<file path="config.mk">
export PLATFORM = sky130hd
export DESIGN_NAME = lcd_window_clip_and_write_unit
export DESIGN_NICKNAME = d
export VERILOG_FILES = /design/src/rtl/lwc_pkg.sv /design/src/rtl/lwc_regs.sv /design/src/rtl/lwc_front.sv /design/src/rtl/lwc_queue.sv /design/src/rtl/lwc_back.sv /design/src/rtl/lcd_window_clip_and_write_unit.sv
export SDC_FILE = /design/constraint.sdc
export NUM_CORES = 2
export LEC_CHECK = 0
export ABC_AREA = 0
export BUFFER_PORTS_ARGS = -buffer_cell sky130_fd_sc_hd__buf_2
export CAP_MARGIN = 40
export CORE_ASPECT_RATIO = 0.7
export CORE_UTILIZATION = 55
export CTS_CLUSTER_SIZE = 24
export DETAILED_ROUTE_END_ITERATION = 10
export PLACE_DENSITY = 0.75
export SLEW_MARGIN = 10
export SYNTH_ARGS = -nofsm -noshare
export SYNTH_HDL_FRONTEND = slang
export SYNTH_HIERARCHICAL = 1
export SYNTH_SLANG_ARGS = --single-unit
</file>
<file path="constraint.sdc">
create_clock -name clk -period 6.75 [get_ports clk]
set_input_delay 0.675 -clock clk [delete_from_list [all_inputs] [get_ports clk]]
set_output_delay 0.675 -clock clk [all_outputs]
set_load 0.005 [all_outputs]
</file>
<file path="src/rtl/lwc_pkg.sv">
// lwc_pkg: shared types, constants and register indexes for the LCD window
// clip and write unit. No dependencies.
`timescale 1ns / 1ps

package lwc_pkg;

    localparam int CFG_IDX_W  = 3;
    localparam int CFG_DATA_W = 16;
    localparam int S_TDATA_W  = 64;
    localparam int M_FIELDS_W = 133;
    localparam int M_TDATA_W  = 136;

    localparam int DEF_QUEUE_DEPTH = 4;

    localparam logic [CFG_IDX_W-1:0] REG_PANEL_WIDTH  = 3'd0;
    localparam logic [CFG_IDX_W-1:0] REG_PANEL_HEIGHT = 3'd1;
    localparam logic [CFG_IDX_W-1:0] REG_COLUMN_OFS   = 3'd2;
    localparam logic [CFG_IDX_W-1:0] REG_ROW_OFS      = 3'd3;
    localparam logic [CFG_IDX_W-1:0] REG_COLUMN_OP    = 3'd4;
    localparam logic [CFG_IDX_W-1:0] REG_ROW_OP       = 3'd5;
    localparam logic [CFG_IDX_W-1:0] REG_MEM_WRITE_OP = 3'd6;

    localparam logic [14:0] RST_PANEL_WIDTH  = 15'd240;
    localparam logic [14:0] RST_PANEL_HEIGHT = 15'd320;
    localparam logic [15:0] RST_COLUMN_OFS   = 16'd0;
    localparam logic [15:0] RST_ROW_OFS      = 16'd0;
    localparam logic [7:0]  RST_COLUMN_OP    = 8'd42;
    localparam logic [7:0]  RST_ROW_OP       = 8'd43;
    localparam logic [7:0]  RST_MEM_WRITE_OP = 8'd44;

    localparam logic [2:0] PARAM_BYTES = 3'd4;
    localparam logic       KIND_CMD    = 1'b0;
    localparam logic       KIND_BURST  = 1'b1;

    typedef struct packed {
        logic [14:0] panel_width;
        logic [14:0] panel_height;
        logic [15:0] column_offset;
        logic [15:0] row_offset;
        logic [7:0]  column_set_opcode;
        logic [7:0]  row_set_opcode;
        logic [7:0]  memory_write_opcode;
    } cfg_t;

    typedef struct packed {
        logic [15:0] col_start;
        logic [15:0] col_end;
        logic [15:0] row_start;
        logic [15:0] row_end;
        logic [29:0] src_offset;
        logic [29:0] run_length;
        logic [14:0] run_count;
        logic [14:0] run_stride;
    } window_t;

    typedef struct packed {
        logic        kind;
        logic [7:0]  opcode;
        logic [2:0]  param_count;
        logic [7:0]  param0;
        logic [7:0]  param1;
        logic [7:0]  param2;
        logic [7:0]  param3;
        logic [29:0] src_offset;
        logic [29:0] run_length;
        logic [14:0] run_count;
        logic [14:0] run_stride;
        logic        last;
    } result_t;

    typedef enum logic [3:0] {
        STEP_COLUMN = 4'b0001,
        STEP_ROW    = 4'b0010,
        STEP_MEMWR  = 4'b0100,
        STEP_BURST  = 4'b1000
    } step_t;

endpackage

</file>
<file path="src/rtl/lwc_regs.sv">
// lwc_regs: configuration register file written through the cfg channel.
// Depends on lwc_pkg.
`timescale 1ns / 1ps

module lwc_regs (
    input  logic                           clk,
    input  logic                           rst_n,
    input  logic                           cfg_valid,
    output logic                           cfg_ready,
    input  logic [lwc_pkg::CFG_IDX_W-1:0]  cfg_index,
    input  logic [lwc_pkg::CFG_DATA_W-1:0] cfg_data,
    output lwc_pkg::cfg_t                  cfg
);
    import lwc_pkg::*;

    cfg_t cfg_reg;
    cfg_t cfg_next;

    assign cfg_ready = 1'b1;
    assign cfg       = cfg_reg;

    always_comb
    begin
        cfg_next = cfg_reg;
        if (cfg_valid)
        begin
            case (cfg_index)
                REG_PANEL_WIDTH:  cfg_next.panel_width         = cfg_data[14:0];
                REG_PANEL_HEIGHT: cfg_next.panel_height        = cfg_data[14:0];
                REG_COLUMN_OFS:   cfg_next.column_offset       = cfg_data;
                REG_ROW_OFS:      cfg_next.row_offset          = cfg_data;
                REG_COLUMN_OP:    cfg_next.column_set_opcode   = cfg_data[7:0];
                REG_ROW_OP:       cfg_next.row_set_opcode      = cfg_data[7:0];
                REG_MEM_WRITE_OP: cfg_next.memory_write_opcode = cfg_data[7:0];
                default:          cfg_next = cfg_reg;
            endcase
        end
    end

    always_ff @(posedge clk or negedge rst_n)
    begin
        if (!rst_n)
        begin
            cfg_reg.panel_width         <= RST_PANEL_WIDTH;
            cfg_reg.panel_height        <= RST_PANEL_HEIGHT;
            cfg_reg.column_offset       <= RST_COLUMN_OFS;
            cfg_reg.row_offset          <= RST_ROW_OFS;
            cfg_reg.column_set_opcode   <= RST_COLUMN_OP;
            cfg_reg.row_set_opcode      <= RST_ROW_OP;
            cfg_reg.memory_write_opcode <= RST_MEM_WRITE_OP;
        end
        else
        begin
            cfg_reg <= cfg_next;
        end
    end

endmodule

</file>
<file path="src/rtl/lwc_front.sv">
// lwc_front: accepts rectangles, clips them to the panel, drops empty ones,
// and computes addresses and burst geometry for the queue. Depends on lwc_pkg.
`timescale 1ns / 1ps

module lwc_front (
    input  logic                clk,
    input  logic                rst_n,
    input  lwc_pkg::cfg_t       cfg,
    input  logic                in_valid,
    output logic                in_ready,
    input  logic signed [15:0]  rect_x,
    input  logic signed [15:0]  rect_y,
    input  logic signed [15:0]  rect_w,
    input  logic signed [15:0]  rect_h,
    output logic                push,
    input  logic                push_ready,
    output lwc_pkg::window_t    push_data
);
    import lwc_pkg::*;

    logic signed [17:0] xe, ye, we, he, pw, ph;
    logic signed [17:0] x1, y1, w1, h1, w2, h2, skx, sky;
    logic               keep;
    logic               accept;

    logic        valid_reg, valid_next;
    logic [14:0] x_reg, y_reg, w_reg, h_reg, skip_x_reg, skip_y_reg, stride_reg;

    logic [15:0] col_start, row_start;
    logic [29:0] offset_prod, area_prod;
    logic        contiguous;

    always_comb
    begin
        xe = {{2{rect_x[15]}}, rect_x};
        ye = {{2{rect_y[15]}}, rect_y};
        we = {{2{rect_w[15]}}, rect_w};
        he = {{2{rect_h[15]}}, rect_h};
        pw = {3'b000, cfg.panel_width};
        ph = {3'b000, cfg.panel_height};

        if (rect_x < 0)
        begin
            skx = -xe;
            w1  = we + xe;
            x1  = '0;
        end
        else
        begin
            skx = '0;
            w1  = we;
            x1  = xe;
        end
        if (rect_y < 0)
        begin
            sky = -ye;
            h1  = he + ye;
            y1  = '0;
        end
        else
        begin
            sky = '0;
            h1  = he;
            y1  = ye;
        end

        w2 = (x1 + w1 > pw) ? pw - x1 : w1;
        h2 = (y1 + h1 > ph) ? ph - y1 : h1;

        keep = (rect_w > 0) && (rect_h > 0) && (w2 > 0) && (h2 > 0);
    end

    assign in_ready = !valid_reg || push_ready;
    assign accept   = in_valid && in_ready;
    assign push     = valid_reg && push_ready;

    always_comb
    begin
        valid_next = valid_reg;
        if (accept)
            valid_next = keep;
        else if (push)
            valid_next = 1'b0;
    end

    always_ff @(posedge clk or negedge rst_n)
    begin
        if (!rst_n)
            valid_reg <= 1'b0;
        else
            valid_reg <= valid_next;
    end

    always_ff @(posedge clk)
    begin
        if (accept)
        begin
            x_reg      <= x1[14:0];
            y_reg      <= y1[14:0];
            w_reg      <= w2[14:0];
            h_reg      <= h2[14:0];
            skip_x_reg <= skx[14:0];
            skip_y_reg <= sky[14:0];
            stride_reg <= rect_w[14:0];
        end
    end

    always_comb
    begin
        col_start   = {1'b0, x_reg} + cfg.column_offset;
        row_start   = {1'b0, y_reg} + cfg.row_offset;
        offset_prod = {15'd0, skip_y_reg} * {15'd0, stride_reg};
        area_prod   = {15'd0, w_reg} * {15'd0, h_reg};
        contiguous  = (w_reg == stride_reg);

        push_data.col_start  = col_start;
        push_data.col_end    = col_start + {1'b0, w_reg} - 16'd1;
        push_data.row_start  = row_start;
        push_data.row_end    = row_start + {1'b0, h_reg} - 16'd1;
        push_data.src_offset = offset_prod + {15'd0, skip_x_reg};
        push_data.run_length = contiguous ? area_prod : {15'd0, w_reg};
        push_data.run_count  = contiguous ? 15'd1 : h_reg;
        push_data.run_stride = stride_reg;
    end

endmodule

</file>
<file path="src/rtl/lwc_queue.sv">
// lwc_queue: small FIFO of clipped windows between front and back.
// Depends on lwc_pkg.
`timescale 1ns / 1ps

module lwc_queue #(
    parameter int DEPTH = lwc_pkg::DEF_QUEUE_DEPTH
) (
    input  logic             clk,
    input  logic             rst_n,
    input  logic             push,
    output logic             push_ready,
    input  lwc_pkg::window_t push_data,
    input  logic             pop,
    output logic             pop_valid,
    output lwc_pkg::window_t pop_data
);
    import lwc_pkg::*;

    localparam int PTR_W = (DEPTH > 1) ? $clog2(DEPTH) : 1;
    localparam int CNT_W = $clog2(DEPTH + 1);

    window_t mem [DEPTH];

    logic [PTR_W-1:0] wr_ptr_reg, wr_ptr_next, rd_ptr_reg, rd_ptr_next;
    logic [CNT_W-1:0] count_reg, count_next;
    logic             do_push, do_pop;

    assign push_ready = (count_reg != CNT_W'(DEPTH));
    assign pop_valid  = (count_reg != '0);
    assign pop_data   = mem[rd_ptr_reg];
    assign do_push    = push && push_ready;
    assign do_pop     = pop && pop_valid;

    always_comb
    begin
        wr_ptr_next = wr_ptr_reg;
        rd_ptr_next = rd_ptr_reg;
        count_next  = count_reg;
        if (do_push)
            wr_ptr_next = (wr_ptr_reg == PTR_W'(DEPTH - 1)) ? '0 : wr_ptr_reg + PTR_W'(1);
        if (do_pop)
            rd_ptr_next = (rd_ptr_reg == PTR_W'(DEPTH - 1)) ? '0 : rd_ptr_reg + PTR_W'(1);
        if (do_push && !do_pop)
            count_next = count_reg + CNT_W'(1);
        else if (do_pop && !do_push)
            count_next = count_reg - CNT_W'(1);
    end

    always_ff @(posedge clk or negedge rst_n)
    begin
        if (!rst_n)
        begin
            wr_ptr_reg <= '0;
            rd_ptr_reg <= '0;
            count_reg  <= '0;
        end
        else
        begin
            wr_ptr_reg <= wr_ptr_next;
            rd_ptr_reg <= rd_ptr_next;
            count_reg  <= count_next;
        end
    end

    always_ff @(posedge clk)
    begin
        if (do_push)
            mem[wr_ptr_reg] <= push_data;
    end

endmodule

</file>
<file path="src/rtl/lwc_back.sv">
// lwc_back: sequencer that turns one queued window into the column-set,
// row-set, memory-write and burst results. Depends on lwc_pkg.
`timescale 1ns / 1ps

module lwc_back (
    input  logic             clk,
    input  logic             rst_n,
    input  lwc_pkg::cfg_t    cfg,
    input  logic             win_valid,
    output logic             win_pop,
    input  lwc_pkg::window_t win,
    output logic             out_valid,
    input  logic             out_ready,
    output lwc_pkg::result_t out_data
);
    import lwc_pkg::*;

    step_t   step_reg, step_next;
    logic    out_valid_reg, out_valid_next;
    result_t out_reg, result;
    logic    load;

    assign load      = (!out_valid_reg || out_ready) && win_valid;
    assign win_pop   = load && (step_reg == STEP_BURST);
    assign out_valid = out_valid_reg;
    assign out_data  = out_reg;

    always_comb
    begin
        result    = '0;
        step_next = step_reg;
        case (step_reg)
            STEP_COLUMN:
            begin
                result.kind        = KIND_CMD;
                result.opcode      = cfg.column_set_opcode;
                result.param_count = PARAM_BYTES;
                result.param0      = win.col_start[15:8];
                result.param1      = win.col_start[7:0];
                result.param2      = win.col_end[15:8];
                result.param3      = win.col_end[7:0];
                step_next          = STEP_ROW;
            end
            STEP_ROW:
            begin
                result.kind        = KIND_CMD;
                result.opcode      = cfg.row_set_opcode;
                result.param_count = PARAM_BYTES;
                result.param0      = win.row_start[15:8];
                result.param1      = win.row_start[7:0];
                result.param2      = win.row_end[15:8];
                result.param3      = win.row_end[7:0];
                step_next          = STEP_MEMWR;
            end
            STEP_MEMWR:
            begin
                result.kind   = KIND_CMD;
                result.opcode = cfg.memory_write_opcode;
                step_next     = STEP_BURST;
            end
            STEP_BURST:
            begin
                result.kind       = KIND_BURST;
                result.src_offset = win.src_offset;
                result.run_length = win.run_length;
                result.run_count  = win.run_count;
                result.run_stride = win.run_stride;
                result.last       = 1'b1;
                step_next         = STEP_COLUMN;
            end
            default:
            begin
                step_next = STEP_COLUMN;
            end
        endcase
    end

    always_comb
    begin
        out_valid_next = out_valid_reg;
        if (load)
            out_valid_next = 1'b1;
        else if (out_ready)
            out_valid_next = 1'b0;
    end

    always_ff @(posedge clk or negedge rst_n)
    begin
        if (!rst_n)
        begin
            step_reg      <= STEP_COLUMN;
            out_valid_reg <= 1'b0;
        end
        else
        begin
            out_valid_reg <= out_valid_next;
            if (load)
                step_reg <= step_next;
        end
    end

    always_ff @(posedge clk)
    begin
        if (load)
            out_reg <= result;
    end

endmodule

</file>
<file path="src/rtl/lcd_window_clip_and_write_unit.sv">
// Top level of the LCD window clip and write unit: register file, clipping
// front, window queue and command sequencer. Depends on lwc_pkg, lwc_regs,
// lwc_front, lwc_queue, lwc_back.
//
//   channel  dir  handshake            payload
//   s_*      in   s_tvalid/s_tready    s_tdata: rect_x, rect_y, rect_w, rect_h
//   m_*      out  m_tvalid/m_tready    m_tdata, m_tuser (kind), m_tlast (last)
//   cfg_*    in   cfg_valid/cfg_ready  cfg_index, cfg_data
//
// A rectangle is clipped in the cycle it is taken; the front registers it
// and pushes its addresses and burst geometry into the queue. The sequencer
// emits one result per cycle while a window is queued and m_tready is high,
// four per visible rectangle; the single result port sets the sustained rate.
// The first result passes the front register, the queue and the output register.
// Rectangles that clip to nothing give no result. Reset loads the register
// defaults and empties the queue. A stall on m_tready holds the output
// register; the queue then fills and s_tready drops.
`timescale 1ns / 1ps

module lcd_window_clip_and_write_unit #(
    parameter int QUEUE_DEPTH = lwc_pkg::DEF_QUEUE_DEPTH
) (
    input  logic                           clk,
    input  logic                           rst_n,
    input  logic                           s_tvalid,
    output logic                           s_tready,
    // rect_x[15:0], rect_y[31:16], rect_w[47:32], rect_h[63:48]
    input  logic [lwc_pkg::S_TDATA_W-1:0]  s_tdata,
    output logic                           m_tvalid,
    input  logic                           m_tready,
    // opcode[7:0], param_count[10:8], param0[18:11], param1[26:19],
    // param2[34:27], param3[42:35], src_offset[72:43], run_length[102:73],
    // run_count[117:103], run_stride[132:118], zero[135:133]
    output logic [lwc_pkg::M_TDATA_W-1:0]  m_tdata,
    // kind[0]
    output logic                           m_tuser,
    output logic                           m_tlast,
    input  logic                           cfg_valid,
    output logic                           cfg_ready,
    input  logic [lwc_pkg::CFG_IDX_W-1:0]  cfg_index,
    input  logic [lwc_pkg::CFG_DATA_W-1:0] cfg_data
);
    import lwc_pkg::*;

    cfg_t    cfg;
    window_t push_data, pop_data;
    result_t res;
    logic    push, push_ready, pop, pop_valid;

    lwc_regs u_regs (
        .clk       (clk),
        .rst_n     (rst_n),
        .cfg_valid (cfg_valid),
        .cfg_ready (cfg_ready),
        .cfg_index (cfg_index),
        .cfg_data  (cfg_data),
        .cfg       (cfg)
    );

    lwc_front u_front (
        .clk        (clk),
        .rst_n      (rst_n),
        .cfg        (cfg),
        .in_valid   (s_tvalid),
        .in_ready   (s_tready),
        .rect_x     ($signed(s_tdata[15:0])),
        .rect_y     ($signed(s_tdata[31:16])),
        .rect_w     ($signed(s_tdata[47:32])),
        .rect_h     ($signed(s_tdata[63:48])),
        .push       (push),
        .push_ready (push_ready),
        .push_data  (push_data)
    );

    lwc_queue #(
        .DEPTH (QUEUE_DEPTH)
    ) u_queue (
        .clk        (clk),
        .rst_n      (rst_n),
        .push       (push),
        .push_ready (push_ready),
        .push_data  (push_data),
        .pop        (pop),
        .pop_valid  (pop_valid),
        .pop_data   (pop_data)
    );

    lwc_back u_back (
        .clk       (clk),
        .rst_n     (rst_n),
        .cfg       (cfg),
        .win_valid (pop_valid),
        .win_pop   (pop),
        .win       (pop_data),
        .out_valid (m_tvalid),
        .out_ready (m_tready),
        .out_data  (res)
    );

    assign m_tdata = {{(M_TDATA_W - M_FIELDS_W){1'b0}},
                      res.run_stride, res.run_count, res.run_length, res.src_offset,
                      res.param3, res.param2, res.param1, res.param0,
                      res.param_count, res.opcode};
    assign m_tuser = res.kind;
    assign m_tlast = res.last;

endmodule
</file>
==> summary.md <==
| Metric | Value |
|---|---|
| CTS Buf Count | `93` |
| FILL cells | `8195` |
| Initial core utilization | `0.555` |
| Via density | `5.80` |
| First-pass GRT wire length | `227000 microns` |
| Worst-path clk slew | `0.07 ns` |
| Commonest cells after routing, fill and taps aside | `edfxtp_1 (853), inv_1 (639), ha_1 (417)` |
| Initial DRC count | `3841` |
| Ys flop type | `edfxtp_1` |
| Crit path DAT | `7.07 ns` |
| Final Cycle Share | `0.990` |
| Max FFs per register | `616` |
| Multi-input gate area | `28800 sq um` |
| Ys async rst share | `0.104` |
| Vias in the first global route | `38300` |
| Routed wire per std cell | `22.3 microns` |
| Initial antenna violation count | `3` |
| Die Y | `279 microns` |
| Final clock skew | `0.0412 ns` |
| Yosys warnings | `6` |
| Port Buf Inserts | `222` |
| Share of post-route cells with drive strength above 1 | `0.178` |
| Total number of vias | `38400` |
| Register area | `28100 sq um` |
| CP endpoint kind | `register` |
| Maximum number of pins on one net before global-route repair | `131` |
| Cell Area, Placed | `63500 sq um` |
| CTS tree | `done` |
| Die Area | `111000 sq um` |
| Total wire length | `148000 microns` |
| Commonest non-fill, non-tap cell in the layout | `edfxtp_1` |
| Mapped Cells | `4729` |
| Max-slew headroom | `0.233` |
| Synthesized flop and latch total | `952` |
| Hold Path Class | `in -> reg` |
| Longest Clk Path Bufs | `3` |
| Hold Fails Final Rpt | `0` |
| Site Rows | `101` |
| Die width | `397 microns` |
| Total track usage | `0.270` |
| Hold Slack | `0.243 ns` |
| Remaining global-route overflow | `0` |
| Post-route ant nets | `0` |
| Register area share after synthesis | `0.467` |
| Root buffer cell | `clkbuf_16` |
| Fmax | `150 MHz` |
| TritonRoute pass-1 iters | `6` |
| Slew @ Worst Pin | `1.15 ns` |
| Maxcap violations | `0` |
| H-Tree Depth | `3` |
| Period minus WS final | `6.68 ns` |
| Crit path kind | `reg -> reg` |
| Core ar. | `108000 sq um` |
| Yosys cell types | `104` |
| Clock Sinks | `952` |
| Maximum fanout along the worst path | `7` |
| # DRC | `0` |
| Final Cell Area | `67300 sq um` |
| Number of synthesized flops with an enable pin | `853` |
| Final Net Count | `5966` |
| P&R area growth vs syn | `11.9%` |
| Final setup violation count | `0` |
| Outcome | `complete, no violations` |
| Synth Cell Area | `60200 sq um` |
| Final Slew Violations | `0` |
| Crit path required time | `7.14 ns` |
| Detailed Place HPWL | `110000 microns` |
| Syn_area_per_cell | `12.7 sq um` |
| Clock Latency Late Sink | `0.71 ns` |
| Crit start category | `register` |
| IO Pins | `229` |
| Final GP Congestion | `0.959` |
==> cells in the mapped netlist (9+ instances only) <==
master	instances	area, sq um
xnor2_1	132	1160
nor3_1	61	305
nand2b_1	50	313
mux2i_1	21	210
edfxtp_1	853	25600
nand3_1	36	180
ha_1	418	5230
a22o_1	30	263
a211oi_1	24	180
fa_1	359	7190
nand3b_1	9	67.6
a21oi_1	148	741
buf_2	24	120
and3_1	20	125
o21a_1	29	218
a211o_1	9	78.8
nor4_1	26	163
clkbuf_1	79	297
and2_1	203	1270
buf_4	11	82.6
buf_12	11	220
a21o_1	52	390
o21bai_1	22	165
inv_1	643	2410
nor2_1	246	923
xor2_1	62	543
mux4_2	154	3470
buf_6	18	203
nand2_1	385	1450
or2_2	13	81.3
dfstp_2	17	447
mux2_4	12	180
dfrtp_1	82	2050
or3_1	24	150
nand4_1	20	125
mux2_2	91	1020
nor2b_1	32	200
o21ai_0	96	480
==> logic make-up (layout without fill, tap and decap cells) <==
family | count (synthesis) | count (layout) | share of synthesized area
buffers and inverters | 807 | 1251 | 0.0571
AOI/OAI and AO/OA | 546 | 546 | 0.0624
muxes | 280 | 280 | 0.0815
xor gates and xnor gates | 194 | 194 | 0.0282
other | 3 | 7 | 0.000187
adders and majority gates | 777 | 777 | 0.206
DFF | 952 | 952 | 0.467
and+or+nand+nor | 1170 | 1170 | 0.0973
==> worst max-delay path: stages, from the launching register on <==
cell and delay (ns):
edfxtp_1 0.53, nand2_1 0.12, fa_1 0.50, inv_1 0.06
fa_1 0.60, inv_1 0.08, fa_1 0.52, inv_1 0.07
fa_1 0.55, fa_1 0.43, fa_1 0.54, ha_4 0.21
a21o_1 0.16, a21oi_2 0.16, nand2_1 0.09, a41oi_2 0.28
o21ai_4 0.11, a2111oi_4 0.44, o31ai_2 0.13, o41ai_2 0.42
mux2i_1 0.13, nand4b_1 0.25
==> layer usage <==
| layer | routed length, microns | global-route usage | vias up |
|---|---|---|---|
| met2 | 66100 | 0.407 | 1604 |
| met4 | 3200 | 0.0657 | 2 |
| met3 | 12800 | 0.0488 | 187 |
| met5 | 13 | 0 | - |
| li1 | - | - | 17300 |
| met1 | 65300 | 0.407 | 19300 |
==> final timing paths <==
check	start	endpoint	slack (ns)	depth (start not counted)
max in group asynchronous	rst_n	u_regs/cfg[78]$_DFFE_PN1P_	5.27	4
min in group asynchronous	rst_n	u_regs/cfg[18]$_DFFE_PN0P_	0.43	2
min reg2reg	u_regs/cfg[31]$_DFFE_PN0P_	u_regs/cfg[31]$_DFFE_PN0P_	0.50	1
max reg2reg	u_front/w_reg[6]$_DFFE_PP_	u_queue/mem[0][59]$_DFFE_PP_	0.07	21
min	s_tdata[32]	u_front/stride_reg[0]$_DFFE_PP_	0.24	1
max	u_front/w_reg[6]$_DFFE_PP_	u_queue/mem[0][59]$_DFFE_PP_	0.07	21
==> stage by stage <==
stage,cells,util,TNS [ns],setup slack [ns]
2_1_floorplan,4732,-,0,0.240
3_3_place_gp,6390,0.585,-0.164,-0.0411
3_5_place_dp,6393,0.585,-0.224,-0.0430
4_1_cts,6571,0.616,0,0.0329
5_1_grt,6618,0.621,-0.761,-0.113
6_report,6619,0.621,0,0.0676
==> what timing repair did <==
item	4_1_cts	5_1_grt
setup endpoints to repair	12	52
pin swaps	0	7
gates cloned	0	0
setup buffers	7	44
endpoints found under the hold margin	20	0
hold buffers	1	0
gates resized for setup	1	25
==> area by class of cell <==
cell class              instances  area share
repair buffers                434      0.0442
clock buffers                 110      0.0366
diodes                          1   0.0000372
clock inverters                60      0.0114
multi-input cells            2973       0.427
well taps                    1442      0.0268
inverters                     647      0.0362
flip-flops and latches        952       0.418
Power is left out: the tool's default activity adds up to more than one toggle a clock period on the data nets, which glitch-free logic cannot reach.
